## config.mk

```make
export PLATFORM = sky130hd
export DESIGN_NAME = hpq_ctrl
export DESIGN_NICKNAME = d
export VERILOG_FILES = /design/src/rtl/hpq_pkg.sv /design/src/rtl/hpq_ctrl.sv
export SDC_FILE = /design/constraint.sdc
export NUM_CORES = 1
export LEC_CHECK = 0
export BUFFER_PORTS_ARGS = -buffer_cell sky130_fd_sc_hd__buf_2
export CORE_ASPECT_RATIO = 1.75
export CORE_MARGIN = 2
export CORE_UTILIZATION = 40
export CTS_BUF_LIST = sky130_fd_sc_hd__clkbuf_2
export CTS_CLUSTER_DIAMETER = 200
export CTS_CLUSTER_SIZE = 16
export DETAILED_ROUTE_END_ITERATION = 8
export GPL_ROUTABILITY_DRIVEN = 0
export PLACE_DENSITY_LB_ADDON = 0.05
export SYNTH_ARGS = -nofsm -noshare
export SYNTH_HDL_FRONTEND = slang
export SYNTH_SLANG_ARGS = --single-unit
```

## constraint.sdc

```tcl
create_clock -name i_clk -period 7.36 [get_ports i_clk]
set_clock_uncertainty 0.15 [all_clocks]
set_input_delay 0.368 -clock i_clk [delete_from_list [all_inputs] [get_ports i_clk]]
set_output_delay 0.368 -clock i_clk [all_outputs]
set_load 0.01 [all_outputs]
```

## src/rtl/hpq_pkg.sv

```systemverilog
`default_nettype none

package hpq_pkg;

    // Width of the entry count field on the result stream.
    localparam int COUNT_OUT_W = 13;

    // Operation codes of an input beat; code 3 leaves the heap alone but still gets a result.
    typedef enum logic [1:0] {
        OP_PEEK    = 2'd0,
        OP_EXTRACT = 2'd1,
        OP_INSERT  = 2'd2
    } t_op;

    // Status codes of a result beat.
    typedef enum logic [1:0] {
        STAT_OK    = 2'd0,
        STAT_EMPTY = 2'd1,
        STAT_FULL  = 2'd2
    } t_status;

    // One heap entry; the id sits in the low half, as on the input stream.
    typedef struct packed {
        logic signed [31:0] prio;
        logic signed [31:0] id;
    } t_entry;

    // One result, laid out exactly as the result tdata from bit 0 up.
    typedef struct packed {
        logic [COUNT_OUT_W-1:0] count;
        logic signed [31:0]     prio;
        logic signed [31:0]     id;
        t_status                status;
    } t_result;

    // Sequencer states.
    typedef enum logic [2:0] {
        ST_IDLE,
        ST_PEEK,
        ST_EX_LAST,
        ST_EX_LOAD,
        ST_SU_CMP,
        ST_SD_RD_R,
        ST_SD_CMP,
        ST_WR_CUR
    } t_state;

endpackage

`default_nettype wire

```

## src/rtl/hpq_ctrl.sv

```systemverilog
`default_nettype none

module hpq_ctrl
    import hpq_pkg::*;
#(
    parameter int CAPACITY = 4096
) (
    input  wire logic                          i_clk,
    input  wire logic                          i_rst_n,
    input  wire logic                          i_start,
    input  wire logic [1:0]                    i_op,
    input  wire t_entry                        i_entry,
    output logic                               o_idle,
    output logic                               o_res_valid,
    output t_result                            o_res,
    output logic                               o_mem_re,
    output logic [$clog2(CAPACITY)-1:0]        o_mem_raddr,
    input  wire t_entry                        i_mem_rdata,
    output logic                               o_mem_we,
    output logic [$clog2(CAPACITY)-1:0]        o_mem_waddr,
    output t_entry                             o_mem_wdata
);

    localparam int CW  = $clog2(CAPACITY + 1);
    localparam int AW  = $clog2(CAPACITY);
    localparam int CXW = (CW > COUNT_OUT_W) ? CW : COUNT_OUT_W;

    // Memory address of a 1-based heap index.
    function automatic logic [AW-1:0] f_addr(input logic [CW:0] k);
        logic [CW:0] km1;
        km1 = k - 1'b1;
        return km1[AW-1:0];
    endfunction

    // Low bits of the count as reported on the result stream.
    function automatic logic [COUNT_OUT_W-1:0] f_cnt(input logic [CW-1:0] c);
        logic [CXW-1:0] e;
        e = CXW'(c);
        return e[COUNT_OUT_W-1:0];
    endfunction

    t_state        r_state, n_state;
    logic [CW-1:0] r_count, n_count;
    logic [CW-1:0] r_idx,   n_idx;
    t_entry        r_cur,   n_cur;
    t_entry        r_left,  n_left;
    logic          r_rvalid, n_rvalid;

    // Shared index arithmetic.
    logic [CW:0]   cnt_x, idx_x, left_x, right_x, child2_x;
    logic [CW-1:0] ins_idx, par_idx, child_idx;
    logic          l_win, r_win, sd_move, su_move;
    logic          ins_full, ins_root, par_above;
    logic signed [31:0] best_prio;

    assign cnt_x     = {1'b0, r_count};
    assign idx_x     = {1'b0, r_idx};
    assign left_x    = {r_idx, 1'b0};
    assign right_x   = {r_idx, 1'b1};
    assign ins_idx   = r_count + 1'b1;
    assign ins_full  = (r_count >= CW'(CAPACITY));
    assign ins_root  = (r_count == '0);
    assign par_idx   = r_idx >> 1;
    assign par_above = (par_idx > CW'(1));

    // Sift-down choice: strict compares, the left child wins ties.
    assign l_win     = (r_cur.prio < r_left.prio);
    assign best_prio = l_win ? r_left.prio : r_cur.prio;
    assign r_win     = r_rvalid && (best_prio < i_mem_rdata.prio);
    assign sd_move   = l_win || r_win;
    assign child_idx = r_win ? right_x[CW-1:0] : left_x[CW-1:0];
    assign child2_x  = {child_idx, 1'b0};

    // Sift-up: the parent just read moves down if it is strictly smaller.
    assign su_move   = (i_mem_rdata.prio < r_cur.prio);

    // Next state.
    always_comb begin
        n_state = r_state;
        unique case (r_state)
            ST_IDLE: begin
                if (i_start) begin
                    if (i_op == OP_PEEK && r_count != '0) begin
                        n_state = ST_PEEK;
                    end else if (i_op == OP_EXTRACT && r_count != '0) begin
                        n_state = ST_EX_LAST;
                    end else if (i_op == OP_INSERT && !ins_full && !ins_root) begin
                        n_state = ST_SU_CMP;
                    end
                end
            end
            ST_PEEK:    n_state = ST_IDLE;
            ST_EX_LAST: n_state = ST_EX_LOAD;
            ST_EX_LOAD: begin
                if (r_count == '0) begin
                    n_state = ST_IDLE;
                end else if (r_count > CW'(1)) begin
                    n_state = ST_SD_RD_R;
                end else begin
                    n_state = ST_WR_CUR;
                end
            end
            ST_SU_CMP: begin
                if (!su_move) begin
                    n_state = ST_IDLE;
                end else if (!par_above) begin
                    n_state = ST_WR_CUR;
                end
            end
            ST_SD_RD_R: n_state = ST_SD_CMP;
            ST_SD_CMP: begin
                if (!sd_move) begin
                    n_state = ST_IDLE;
                end else if (child2_x <= cnt_x) begin
                    n_state = ST_SD_RD_R;
                end else begin
                    n_state = ST_WR_CUR;
                end
            end
            ST_WR_CUR:  n_state = ST_IDLE;
            default:    n_state = ST_IDLE;
        endcase
    end

    // Memory accesses, results and datapath registers.
    always_comb begin
        n_count      = r_count;
        n_idx        = r_idx;
        n_cur        = r_cur;
        n_left       = r_left;
        n_rvalid     = r_rvalid;
        o_res_valid  = 1'b0;
        o_res        = '{count: f_cnt(r_count), prio: '0, id: '0, status: STAT_OK};
        o_mem_re     = 1'b0;
        o_mem_raddr  = '0;
        o_mem_we     = 1'b0;
        o_mem_waddr  = f_addr(idx_x);
        o_mem_wdata  = r_cur;
        unique case (r_state)
            ST_IDLE: begin
                if (i_start) begin
                    unique case (i_op)
                        OP_PEEK, OP_EXTRACT: begin
                            if (r_count == '0) begin
                                o_res_valid  = 1'b1;
                                o_res.status = STAT_EMPTY;
                            end else begin
                                o_mem_re    = 1'b1;
                                o_mem_raddr = '0;
                            end
                        end
                        OP_INSERT: begin
                            o_res_valid = 1'b1;
                            if (ins_full) begin
                                o_res.status = STAT_FULL;
                            end else begin
                                o_res.count = f_cnt(ins_idx);
                                n_count     = ins_idx;
                                n_idx       = ins_idx;
                                n_cur       = i_entry;
                                if (ins_root) begin
                                    o_mem_we    = 1'b1;
                                    o_mem_waddr = '0;
                                    o_mem_wdata = i_entry;
                                end else begin
                                    o_mem_re    = 1'b1;
                                    o_mem_raddr = f_addr({1'b0, ins_idx >> 1});
                                end
                            end
                        end
                        default: begin
                            o_res_valid = 1'b1;
                        end
                    endcase
                end
            end
            ST_PEEK: begin
                o_res_valid = 1'b1;
                o_res.id    = i_mem_rdata.id;
                o_res.prio  = i_mem_rdata.prio;
            end
            ST_EX_LAST: begin
                // Top is out; fetch the last entry, which moves to the root.
                o_res_valid = 1'b1;
                o_res.id    = i_mem_rdata.id;
                o_res.prio  = i_mem_rdata.prio;
                o_res.count = f_cnt(r_count - 1'b1);
                o_mem_re    = 1'b1;
                o_mem_raddr = f_addr(cnt_x);
                n_count     = r_count - 1'b1;
            end
            ST_EX_LOAD: begin
                n_cur = i_mem_rdata;
                n_idx = CW'(1);
                if (r_count > CW'(1)) begin
                    o_mem_re    = 1'b1;
                    o_mem_raddr = AW'(1);
                end
            end
            ST_SU_CMP: begin
                o_mem_we = 1'b1;
                if (su_move) begin
                    // Parent moves into the hole; continue one level up.
                    o_mem_wdata = i_mem_rdata;
                    n_idx       = par_idx;
                    if (par_above) begin
                        o_mem_re    = 1'b1;
                        o_mem_raddr = f_addr({1'b0, par_idx >> 1});
                    end
                end
            end
            ST_SD_RD_R: begin
                // Left child arrives; fetch the right one if it exists.
                n_left   = i_mem_rdata;
                n_rvalid = (right_x <= cnt_x);
                if (right_x <= cnt_x) begin
                    o_mem_re    = 1'b1;
                    o_mem_raddr = f_addr(right_x);
                end
            end
            ST_SD_CMP: begin
                o_mem_we = 1'b1;
                if (sd_move) begin
                    // Winning child moves up; continue below it.
                    o_mem_wdata = r_win ? i_mem_rdata : r_left;
                    n_idx       = child_idx;
                    if (child2_x <= cnt_x) begin
                        o_mem_re    = 1'b1;
                        o_mem_raddr = f_addr(child2_x);
                    end
                end
            end
            ST_WR_CUR: begin
                o_mem_we = 1'b1;
            end
            default: begin
                o_mem_we = 1'b0;
            end
        endcase
    end

    // Control registers.
    always_ff @(posedge i_clk) begin
        if (!i_rst_n) begin
            r_state <= ST_IDLE;
            r_count <= '0;
        end else begin
            r_state <= n_state;
            r_count <= n_count;
        end
    end

    // Datapath registers.
    always_ff @(posedge i_clk) begin
        r_idx    <= n_idx;
        r_cur    <= n_cur;
        r_left   <= n_left;
        r_rvalid <= n_rvalid;
    end

    assign o_idle = (r_state == ST_IDLE);

endmodule

`default_nettype wire

```

After elaboration in Yosys (flattened, before gate mapping)
Index checks and enable logic that the tools add are counted.
{ "totals": {"reg_bits": 158, "in_bits": 133, "wordCells": 137} }
{ "classes": {"addsub": 8, "magnitude_cmp": 8, "n_eq_ne": 16, "n_mux": 76, "reduce_logical": 21} }
{ "ops": {"columns": ["cell", "count"], "rows": [
  ["$mux W64", 11],
  ["$pmux W64 S3", 1],
  ["$mux W12", 14],
  ["$pmux W64 S2", 1],
  ["$mux W13", 8],
  ["$lt A32 B32 Y1", 3],
  ["$pmux W12 S6", 1],
  ["$sub A12 B1 Y12 const B", 5],
  ["$pmux W13 S4", 1],
  ["$mux W32", 1],
  ["$le A14 B13 Y1", 2],
  ["$pmux W13 S2", 1],
  ["$mux W3", 8],
  ["$pmux W3 S7", 1],
  ["$mux W1", 18],
  ["$add A13 B1 Y13 const B", 1],
  ["$ge A13 B13 Y1 const B", 1],
  ["$gt A13 B1 Y1 const B", 1],
  ["$logic_not A13 Y1", 1],
  ["$reduce_bool A13 Y1", 1],
  ["$sub A13 B1 Y13 const B", 1],
  ["$eq A3 B3 Y1 const B", 4],
  ["$gt A12 B1 Y1 const B", 1],
  ["$sub A11 B1 Y12 const B", 1],
  ["other kinds (24)", 41]
]} }

Logic depth before layout (Yosys ltp)
Gate-level depths: netlist of run 1.
{ "logic_depth": {"depth_word": 9, "depth_mapped": 32} }

Least setup slack after synthesis of run 1
OpenSTA, ideal clock, no wires.
{ "synth_timing": {"path_kind": "register -> output", "start": "register r_cur[47] (netlist bit)", "end": "output o_mem_re", "arrival_ns": 6.701, "setup_slack_ns": 0.141, "stages_incl_launch_ff": 29, "path_buffers": 2, "path_cell_list": "edfxtp_1 -> ha_1 -> nand4_1 -> or4_1 -> a221o_1 -> a31oi_2 -> o21ai_4 -> clkbuf_1 -> clkbuf_1 -> o21ai_0 -> ha_1 -> a211oi_1 -> nand2_1 -> a211oi_2 -> nor3b_1 -> or4bb_1 -> mux2i_2 -> o31ai_4 -> inv_4 -> ha_1 -> nor2b_1 -> o21a_1 -> o21a_1 -> o21a_1 -> o21a_1 -> o21bai_1 -> a2111oi_1 -> a211oi_4 -> or4_1"} }
{ "synth_via": {"elab_chain_len": 9, "word_cells_on_any_way": 12} }
{ "synth_lines": {"columns": ["element", "line_no", "rtl"], "rows": [
  ["start, declared", "hpq_ctrl.sv:45", "t_entry r_cur, n_cur;"],
  ["start signal, assigned", "hpq_ctrl.sv:256", "r_cur <= n_cur;"],
  ["$lt A32 B32 Y1", "hpq_ctrl.sv:67", "assign l_win = (r_cur.prio < r_left.prio);"],
  ["$mux W32", "hpq_ctrl.sv:68", "assign best_prio = l_win ? r_left.prio : r_cur.prio;"],
  ["$lt A32 B32 Y1", "hpq_ctrl.sv:69", "assign r_win = r_rvalid && (best_prio < i_mem_rdata.prio);"],
  ["$logic_and A1 B1 Y1", "hpq_ctrl.sv:69", null],
  ["$mux W1", "hpq_ctrl.sv:71", "assign child_idx = r_win ? right_x[CW-1:0] : left_x[CW-1:0];"],
  ["$le A14 B13 Y1", "hpq_ctrl.sv:227", "if (child2_x <= cnt_x) begin"],
  ["$mux W1", "hpq_ctrl.sv:227", null],
  ["$mux W1", "hpq_ctrl.sv:223", "if (sd_move) begin"],
  ["$pmux W1 S6 *", "hpq_ctrl.sv:139", "unique case (r_state)"],
  ["end, declared", "hpq_ctrl.sv:16", "output logic o_mem_re,"]
]} }
Every way passes the cells marked *; elsewhere a longest branch is shown, timed or not.

Final worst setup path of run 1
{ "layout_timing": {"start": "register r_cur[57] (netlist bit)", "end": "output o_mem_raddr[9]"} }
{ "layout_via": {"elab_chain_len": 9, "word_cells_on_any_way": 13} }
{ "layout_lines": {"columns": ["element", "line_no", "rtl"], "rows": [
  ["$lt A32 B32 Y1", "hpq_ctrl.sv:67", null],
  ["$mux W32", "hpq_ctrl.sv:68", null],
  ["$lt A32 B32 Y1", "hpq_ctrl.sv:69", null],
  ["$logic_and A1 B1 Y1", "hpq_ctrl.sv:69", null],
  ["$mux W1", "hpq_ctrl.sv:71", null],
  ["$sub A12 B1 Y12 or $le A14 B13 Y1 (tied branches)", "hpq_ctrl.sv:31, hpq_ctrl.sv:227", null],
  ["$mux W12", "hpq_ctrl.sv:227", null],
  ["$mux W12", "hpq_ctrl.sv:223", null],
  ["$pmux W12 S6 *", "hpq_ctrl.sv:139", null],
  ["end, declared", "hpq_ctrl.sv:17", "output logic [$clog2(CAPACITY)-1:0] o_mem_raddr,"]
]} }
Marked as above.

==> parameters.txt, run 1 <==
Parameter                              Value

Run
  Max-Cap Viols    0

Critical path
  Cell repeated most along the worst path    sky130_fd_sc_hd__o21a_1
  Class of the most critical setup path    reg2out
  Worst stage delay on the critical path    between 500 and 600 ps
  Critical path required time    between 6000 and 7000 ps
  Reg2reg path depth    31
  Arr. time, crit path    about 7500 ps
  Peak fanout along the critical path    6
  Critical-path top delay cell    sky130_fd_sc_hd__or4bb_4
  Critical path capture point type    primary output
  Critical Path Source Type    flop

Floorplanning
  Vertical die dimension    around 250 um
  Starting utilization of the core area    0.405
  Row count    roughly 90
  Area of the die    approximately 0.037 mm^2
  Count of boundary I/O pins    a little over 300
  Die Width    147 um
  Core region area    roughly 0.035 mm^2

GRT
  GRT Residual Overflow    0
  Maximum number of pins on one net before global-route repair    69
  Vias in the first global route    between 15000 and 20000
  Total routing resource utilization after global routing    0.309
  Wire length of the first global-routing pass    89200 um
  Number of antenna violations at the first check in global routing    1

Logic synthesis
  Cell types with the largest area share after synthesis    sky130_fd_sc_hd__edfxtp_1, sky130_fd_sc_hd__ha_1, sky130_fd_sc_hd__o21ai_0, sky130_fd_sc_hd__a21oi_1, sky130_fd_sc_hd__nor2_1
  Sequential area share after synthesis    0.322
  Area share of the largest cell type after synthesis    0.299
  Count of mapped cells out of synthesis    1719
  Share of synthesized flip-flops with an asynchronous set or reset    0
  Mapped Avg Cell Area    approximately 8.3 um^2
  Yosys reg bits    ~160
  Library cell with the highest instance count after synthesis    sky130_fd_sc_hd__o21ai_0
  Number of flops mapped to enable cells by yosys    142
  Number of warning messages in the yosys log    0
  Most numerous cell types in the synthesized netlist    sky130_fd_sc_hd__o21ai_0, sky130_fd_sc_hd__a21oi_1, sky130_fd_sc_hd__edfxtp_1
  Net Count, Synth    roughly 2000
  Dominant cell type by area after synthesis    sky130_fd_sc_hd__edfxtp_1
  Yosys cell types    76
  Predominant post-synthesis flop cell    sky130_fd_sc_hd__edfxtp_1
  Cell area after technology mapping    approximately 0.014 mm^2

Clock network
  Total clock buffers created by CTS    17
  TritonCTS clock tree    built
  Root Buffer Master    sky130_fd_sc_hd__clkbuf_2
  CTS Sinks    158
  Clock-pin slew on the worst setup and hold paths    ~300 ps
  Maximum level of the CTS H-tree    4
  Worst-Skew Late Latency    890 ps
  Clock Path Buffers    2

Drt
  Number of search-and-repair iterations in the first detailed-routing pass    6
  Vias    between 15000 and 20000
  Via density per instance    between 5 and 6
  Detailed Route WL    between 50000 and 60000 um
  Wire length per cell    21.8 um
  Post-detailed-route DRC marker count    0
  Number of DRC violations after detailed-routing iteration 0    1110
  Antenna Nets Post-Route    0

Pwr
  Peak VDD IR    0.343 mV
  Sum of internal, switching and leakage power    approximately 7300 uW
  Power density cells    around 390 mW/mm^2
  P_leak    0.00821 uW

Placed design
  I/O Buffers    around 300
  DP HPWL    about 41000 um
  Area after DPL    about 0.017 mm^2

Run status
  Result of the run    finished with violations
  Violations in the final reports    negative setup slack

STA
  Fin. Hold Viols    0
  Setup slack after layout    -659 ps
  Setup total negative slack    -8050 ps
  Relative slew margins    0.238
  Setup Viol. Count Final    13
  Worst-case hold slack    83.5 ps
  Final worst-path cycle share    1.09
  Fmax    approximately 120 MHz
  Setup repair after global routing missed its margin    true
  Time the worst path needs with I/O delays and setup    about 8000 ps
  Worst-margin pin slew    ~1100 ps
  Pins over their slew limit    0

Min path
  Min-Delay Path Depth    2
  Worst min-delay path category    in2reg

Final layout
  Final net count    about 2500
  Area growth from synthesis to final layout    33.0%
  Share of final-layout standard cells stronger than drive strength 1    0.265
  Fraction of the core area covered by cells at the end of the flow    0.539
  Finished layout cell area    ~0.019 mm^2
==> logic make-up after synthesis <==
logic type	after synthesis	synth area share
AND/OR/NAND/NOR	511	0.175
multiplexers	48	0.0369
buffers and inverters	245	0.0665
adder cells (fa/ha/maj)	125	0.110
flip-flops	158	0.322
AO/OA/AOI/OAI	569	0.252
XOR/XNOR	63	0.0387
==> power by group <==
part	switching [uW]	internal (uW)
sequential	238	1180
clock	395	135
combinational	3300	2090
==> worst paths after layout <==
path              startpoint             end  slack [ps]
min          i_mem_rdata[57]      r_left[57]          80
max reg2reg        r_cur[57]      r_state[1]         840
max                r_cur[57]  o_mem_raddr[9]        -660
min reg2reg       r_count[3]      r_count[3]         640
==> per-stage QoR <==
stage | setup WS (ps) | instances
finish | -659 | 2681
global route | -1050 | 2681
CTS | -777 | 2674
floorplan | 141 | 1719
global placement | -187 | 2492
detailed placement | -257 | 2492
==> sequential cells by signal (all words and copies together), names as in the netlist <==
name and cells:
r_cur 64, r_left 64, r_count 13, r_idx 13, r_state 3, r_rvalid 1
==> worst max-delay path, delay by kind of cell (launching register included) <==
kind	cells	cell delay, ps
AOI/OAI and AO/OA	15	2640
and+or+nand+nor	8	1530
buffers and inverters	6	930
adders and majority gates	3	810
DFF	1	470
muxes	1	200
==> layout by cell type (no fill, tap or decap), drive strengths merged, types with 12 or more instances in the layout <==
master | netlist | routed
a21o | 27 | 27
a21oi | 150 | 150
a221oi | 38 | 38
a222oi | 27 | 27
a22oi | 18 | 18
and2 | 50 | 50
buf | 23 | 440
clkbuf | 94 | 17
dfxtp | 16 | 16
dlygate4sd3 | 0 | 139
edfxtp | 142 | 142
ha | 125 | 125
inv | 125 | 131
mux2 | 34 | 34
mux2i | 14 | 14
nand2 | 130 | 130
nand3 | 36 | 36
nand4 | 18 | 18
nor2 | 132 | 132
nor3 | 55 | 55
nor4 | 14 | 14
o211ai | 20 | 20
o21a | 12 | 12
o21ai | 210 | 212
o221ai | 14 | 14
or3 | 31 | 31
xnor2 | 52 | 52
==> layout make-up <==
class	instances	area, um^2
diodes	1	2.50
clock buffers	17	85.1
clock inverters	15	151
fillers	3396	16200
inverters	128	483
multi-input cells	1318	9110
flip-flops and latches	158	4590
well taps	465	582
repair buffers	579	3960
==> layer usage <==
metal	routed length, um	track usage
met2	30800	0.573
met3	2980	0.0460
met5	0	0
met4	3020	0.169
met1	21800	0.334
==> repair_timing <==
| item | CTS | global route |
|---|---|---|
| pin swaps | 36 | 22 |
| resized for setup | 66 | 21 |
| endpoints found under the setup margin | 44 | 77 |
| hold buffers | 139 | 0 |
| setup buffers | 8 | 6 |
| gates cloned | 3 | 0 |
| hold endpoints to repair | 144 | 0 |
Power figures use the tool's default switching activity.
==> run 2, diff against run 1 <==
ABC_AREA = 1   (was default)
==> run 2 against run 1 <==
  * The flow now finishes without violations
  * Routed wire length up 4.4%
  * Clock power up 3%
  * Sequential share of layout area up 0.28 points
  * Area after synthesis up 3.3%
  * Combinational power down 29%
  * Global-route usage up 0.14 points
  * Clock-buffer cell count unchanged
  * Utilization down 2.6 points
  * Critical endpoint is now o_mem_raddr[5]
==> parameters.txt, run 2 <==
Parameter                              Value

Drt
  Post-detailed-route DRC marker count    0 (unchanged)
  Number of DRC violations after detailed-routing iteration 0    1267 (was 1110)
  Antenna Nets Post-Route    0 (unchanged)
  Wire length per cell    20.1 um (was 21.8 um)
  Vias    16900 (was 15700)
  Detailed Route WL    61100 um (was 58500 um)
  Via density per instance    5.56 (was 5.87)
  Number of search-and-repair iterations in the first detailed-routing pass    7 (was 6)

Clock network
  CTS Sinks    158 (unchanged)
  Worst-Skew Late Latency    890 ps (about the same)
  Total clock buffers created by CTS    17 (unchanged)
  TritonCTS clock tree    built (unchanged)
  Clock Path Buffers    2 (unchanged)
  Root Buffer Master    sky130_fd_sc_hd__clkbuf_2 (unchanged)
  Maximum level of the CTS H-tree    4 (unchanged)
  Clock-pin slew on the worst setup and hold paths    320 ps (was 300 ps)

Logic synthesis
  Most numerous cell types in the synthesized netlist    sky130_fd_sc_hd__nand2_1, sky130_fd_sc_hd__inv_1, sky130_fd_sc_hd__o21ai_0 (was sky130_fd_sc_hd__o21ai_0, sky130_fd_sc_hd__a21oi_1, sky130_fd_sc_hd__edfxtp_1)
  Cell types with the largest area share after synthesis    sky130_fd_sc_hd__edfxtp_1, sky130_fd_sc_hd__nand2_1, sky130_fd_sc_hd__ha_1, sky130_fd_sc_hd__o21ai_0, sky130_fd_sc_hd__inv_1 (was sky130_fd_sc_hd__edfxtp_1, sky130_fd_sc_hd__ha_1, sky130_fd_sc_hd__o21ai_0, sky130_fd_sc_hd__a21oi_1, sky130_fd_sc_hd__nor2_1)
  Main combinational cell family by area after synthesis    compound AO/OA/AOI/OAI gates (unchanged)
  Post-synthesis xor/xnor area fraction    0.0143 (was 0.0387)
  Library cell with the highest instance count after synthesis    sky130_fd_sc_hd__nand2_1 (was sky130_fd_sc_hd__o21ai_0)
  Post-synthesis mux area share    0 (was 0.0369)
  Share of synthesized flip-flops with an asynchronous set or reset    0 (unchanged)
  Area share of the largest cell type after synthesis    0.289 (was 0.299)
  Yosys reg bits    158 (unchanged)
  Number of warning messages in the yosys log    0 (unchanged)
  Cell area after technology mapping    0.0147 mm^2 (was 0.0143 mm^2)
  Dominant cell type by area after synthesis    sky130_fd_sc_hd__edfxtp_1 (unchanged)
  Share of synthesized cell area in and, or, nand and nor gates    0.228 (was 0.175)
  Compound-cell area share of the yosys netlist    0.234 (was 0.252)
  Net Count, Synth    2404 (was 1977)
  Yosys cell types    47 (was 76)
  Number of flops mapped to enable cells by yosys    142 (unchanged)
  Post-synthesis adder-cell area fraction    0.106 (was 0.110)
  Mapped Avg Cell Area    6.86 um^2 (was 8.29 um^2)
  Sequential area share after synthesis    0.311 (was 0.322)
  Predominant post-synthesis flop cell    sky130_fd_sc_hd__edfxtp_1 (unchanged)
  Count of mapped cells out of synthesis    2146 (was 1719)

Floorplanning
  Starting utilization of the core area    0.403 (was 0.405)
  Row count    93 (was 91)
  Count of boundary I/O pins    304 (unchanged)
  Die Width    149 um (was 147 um)
  Vertical die dimension    258 um (was 254 um)
  Core region area    0.0365 mm^2 (was 0.0352 mm^2)
  Area of the die    0.0384 mm^2 (was 0.0372 mm^2)

Critical path
  Arr. time, crit path    6540 ps (was 7500 ps)
  Critical path required time    6840 ps (about the same)
  Critical path capture point type    primary output (unchanged)
  Peak fanout along the critical path    16 (was 6)
  Class of the most critical setup path    reg2out (unchanged)
  Critical Path Source Type    flop (unchanged)
  Critical-path top delay cell    sky130_fd_sc_hd__edfxtp_1 (was sky130_fd_sc_hd__or4bb_4)
  Worst stage delay on the critical path    520 ps (was 530 ps)

GRT
  Vias in the first global route    16500 (was 16000)
  Wire length of the first global-routing pass    92100 um (was 89200 um)
  Maximum number of pins on one net before global-route repair    98 (was 69)
  Total routing resource utilization after global routing    0.310 (was 0.309)
  GRT Residual Overflow    0 (unchanged)
  Number of antenna violations at the first check in global routing    2 (was 1)

STA
  Setup Viol. Count Final    0 (was 13)
  Fin. Hold Viols    0 (unchanged)
  Setup slack after layout    303 ps (was -659 ps)
  Setup repair after global routing missed its margin    true (unchanged)
  Final worst-path cycle share    0.959 (was 1.09)
  Fmax    142 MHz (was 125 MHz)
  Worst-margin pin slew    1050 ps (was 1140 ps)
  Time the worst path needs with I/O delays and setup    7060 ps (was 8020 ps)
  Pins over their slew limit    0 (unchanged)
  Relative slew margins    0.300 (was 0.238)
  Setup total negative slack    0 ps (was -8050 ps)

Final layout
  Largest registers    r_cur (64), r_left (64) (unchanged)
  Final net count    2815 (was 2460)
  Area growth from synthesis to final layout    27.2% (was 33.0%)
  Share of final-layout standard cells stronger than drive strength 1    0.168 (was 0.265)
  Count of fill cells added during filler insertion    3759 (was 3396)
  Commonest cells after routing, fill and taps aside    sky130_fd_sc_hd__nand2_1, sky130_fd_sc_hd__buf_2, sky130_fd_sc_hd__inv_1 (was sky130_fd_sc_hd__buf_2, sky130_fd_sc_hd__a21oi_1, sky130_fd_sc_hd__edfxtp_1)
  Most common library cell in the layout ignoring fill and taps    sky130_fd_sc_hd__nand2_1 (was sky130_fd_sc_hd__buf_2)

Placed design
  Post-placement setup slack    -55.5 ps (was -257 ps)
  I/O Buffers    303 (unchanged)
  DP HPWL    42300 um (was 40900 um)

Run status
  Result of the run    completed (was finished with violations)

Pwr
  Peak VDD IR    0.200 mV (was 0.343 mV)
  P_leak    0.00913 uW (was 0.00821 uW)
  Power density cells    301 mW/mm^2 (was 387 mW/mm^2)

Run
  Max-Cap Viols    0 (unchanged)

Min path
  Worst min-delay path category    in2reg (unchanged)
-- run 2: area by class of cell --
class,count,area [um^2],share of cell area
Antenna cell,2,5.00,0.000267
Timing Repair Buffer,490,3330,0.177
Sequential cell,158,4580,0.245
Tap cell,475,594,0.0317
Clock buffer,17,85.1,0.00454
Multi-Input combinational cell,1585,8840,0.471
Clock inverter,14,156,0.00834
Inverter,304,1150,0.0614
Timing Repair inverter,1,6.26,0.000334
-- run 2: path summary, 6_finish.rpt --
kind / startpoint / to / slack, ps / cells after the start
worst min register to register: r_count[7] / r_count[7] / 440 / 2
worst max register to register: r_cur[43] / r_state[1] / 1620 / 38
worst max-delay path: r_cur[43] / o_mem_raddr[5] / 300 / 38
worst min-delay path: i_mem_rdata[52] / r_left[52] / 60 / 2
-- run 2: what timing repair did --
action                     4_1_cts  5_1_grt
gates cloned                     1        1
setup endpoints to repair       76       61
buffers inserted                 6       21
hold buffers                   143        0
resized for setup               15       54
hold endpoints to repair       144        0
pin swaps                        6       20
-- run 2: worst max-delay path: cells and delay by family, from the launching register on --
family	cells	cell delay, ps
simple gates	14	1160
fa+ha+maj	3	860
compound gates	15	2490
flops	1	520
buf+inv	6	640
-- run 2: cells by family (layout without fill, tap and decap cells) --
| group | count (synthesis) | count (layout) |
|---|---|---|
| compound gates | 607 | 607 |
| xor+xnor | 24 | 24 |
| fa+ha+maj | 125 | 125 |
| buf+inv | 403 | 826 |
| flops | 158 | 158 |
| other cells | 0 | 2 |
| simple gates | 829 | 829 |
-- run 2: where the power goes --
part | leakage, uW | total [uW] | switching (uW) | internal, uW
clock | 0.000142 | 547 | 386 | 162
combinational | 0.00757 | 3850 | 2540 | 1310
sequential | 0.00142 | 1240 | 130 | 1110
-- run 2: through the flow --
step                hold slack (ps)  total power (uW)  area [um^2]  std cells   util
finish                         62.7              5630        18700       3046  0.513
global route                   5.76              6070        18700       3046  0.513
CTS                           0.276              5540        18400       3022  0.503
detailed placement              406              4890        16600       2841  0.454
global placement                409              4850        16600       2841  0.454
floorplan                       316              3530        14700       2146      -
-- run 2: routing by layer --
layer / GRT usage / wire length, um / vias to the layer above
met2: 0.561 / 31400 / 793
li1: - / - / 8086
met3: 0.0405 / 3650 / 204
met4: 0.189 / 3880 / 0
met1: 0.341 / 22200 / 7863
met5: 0 / 0 / -
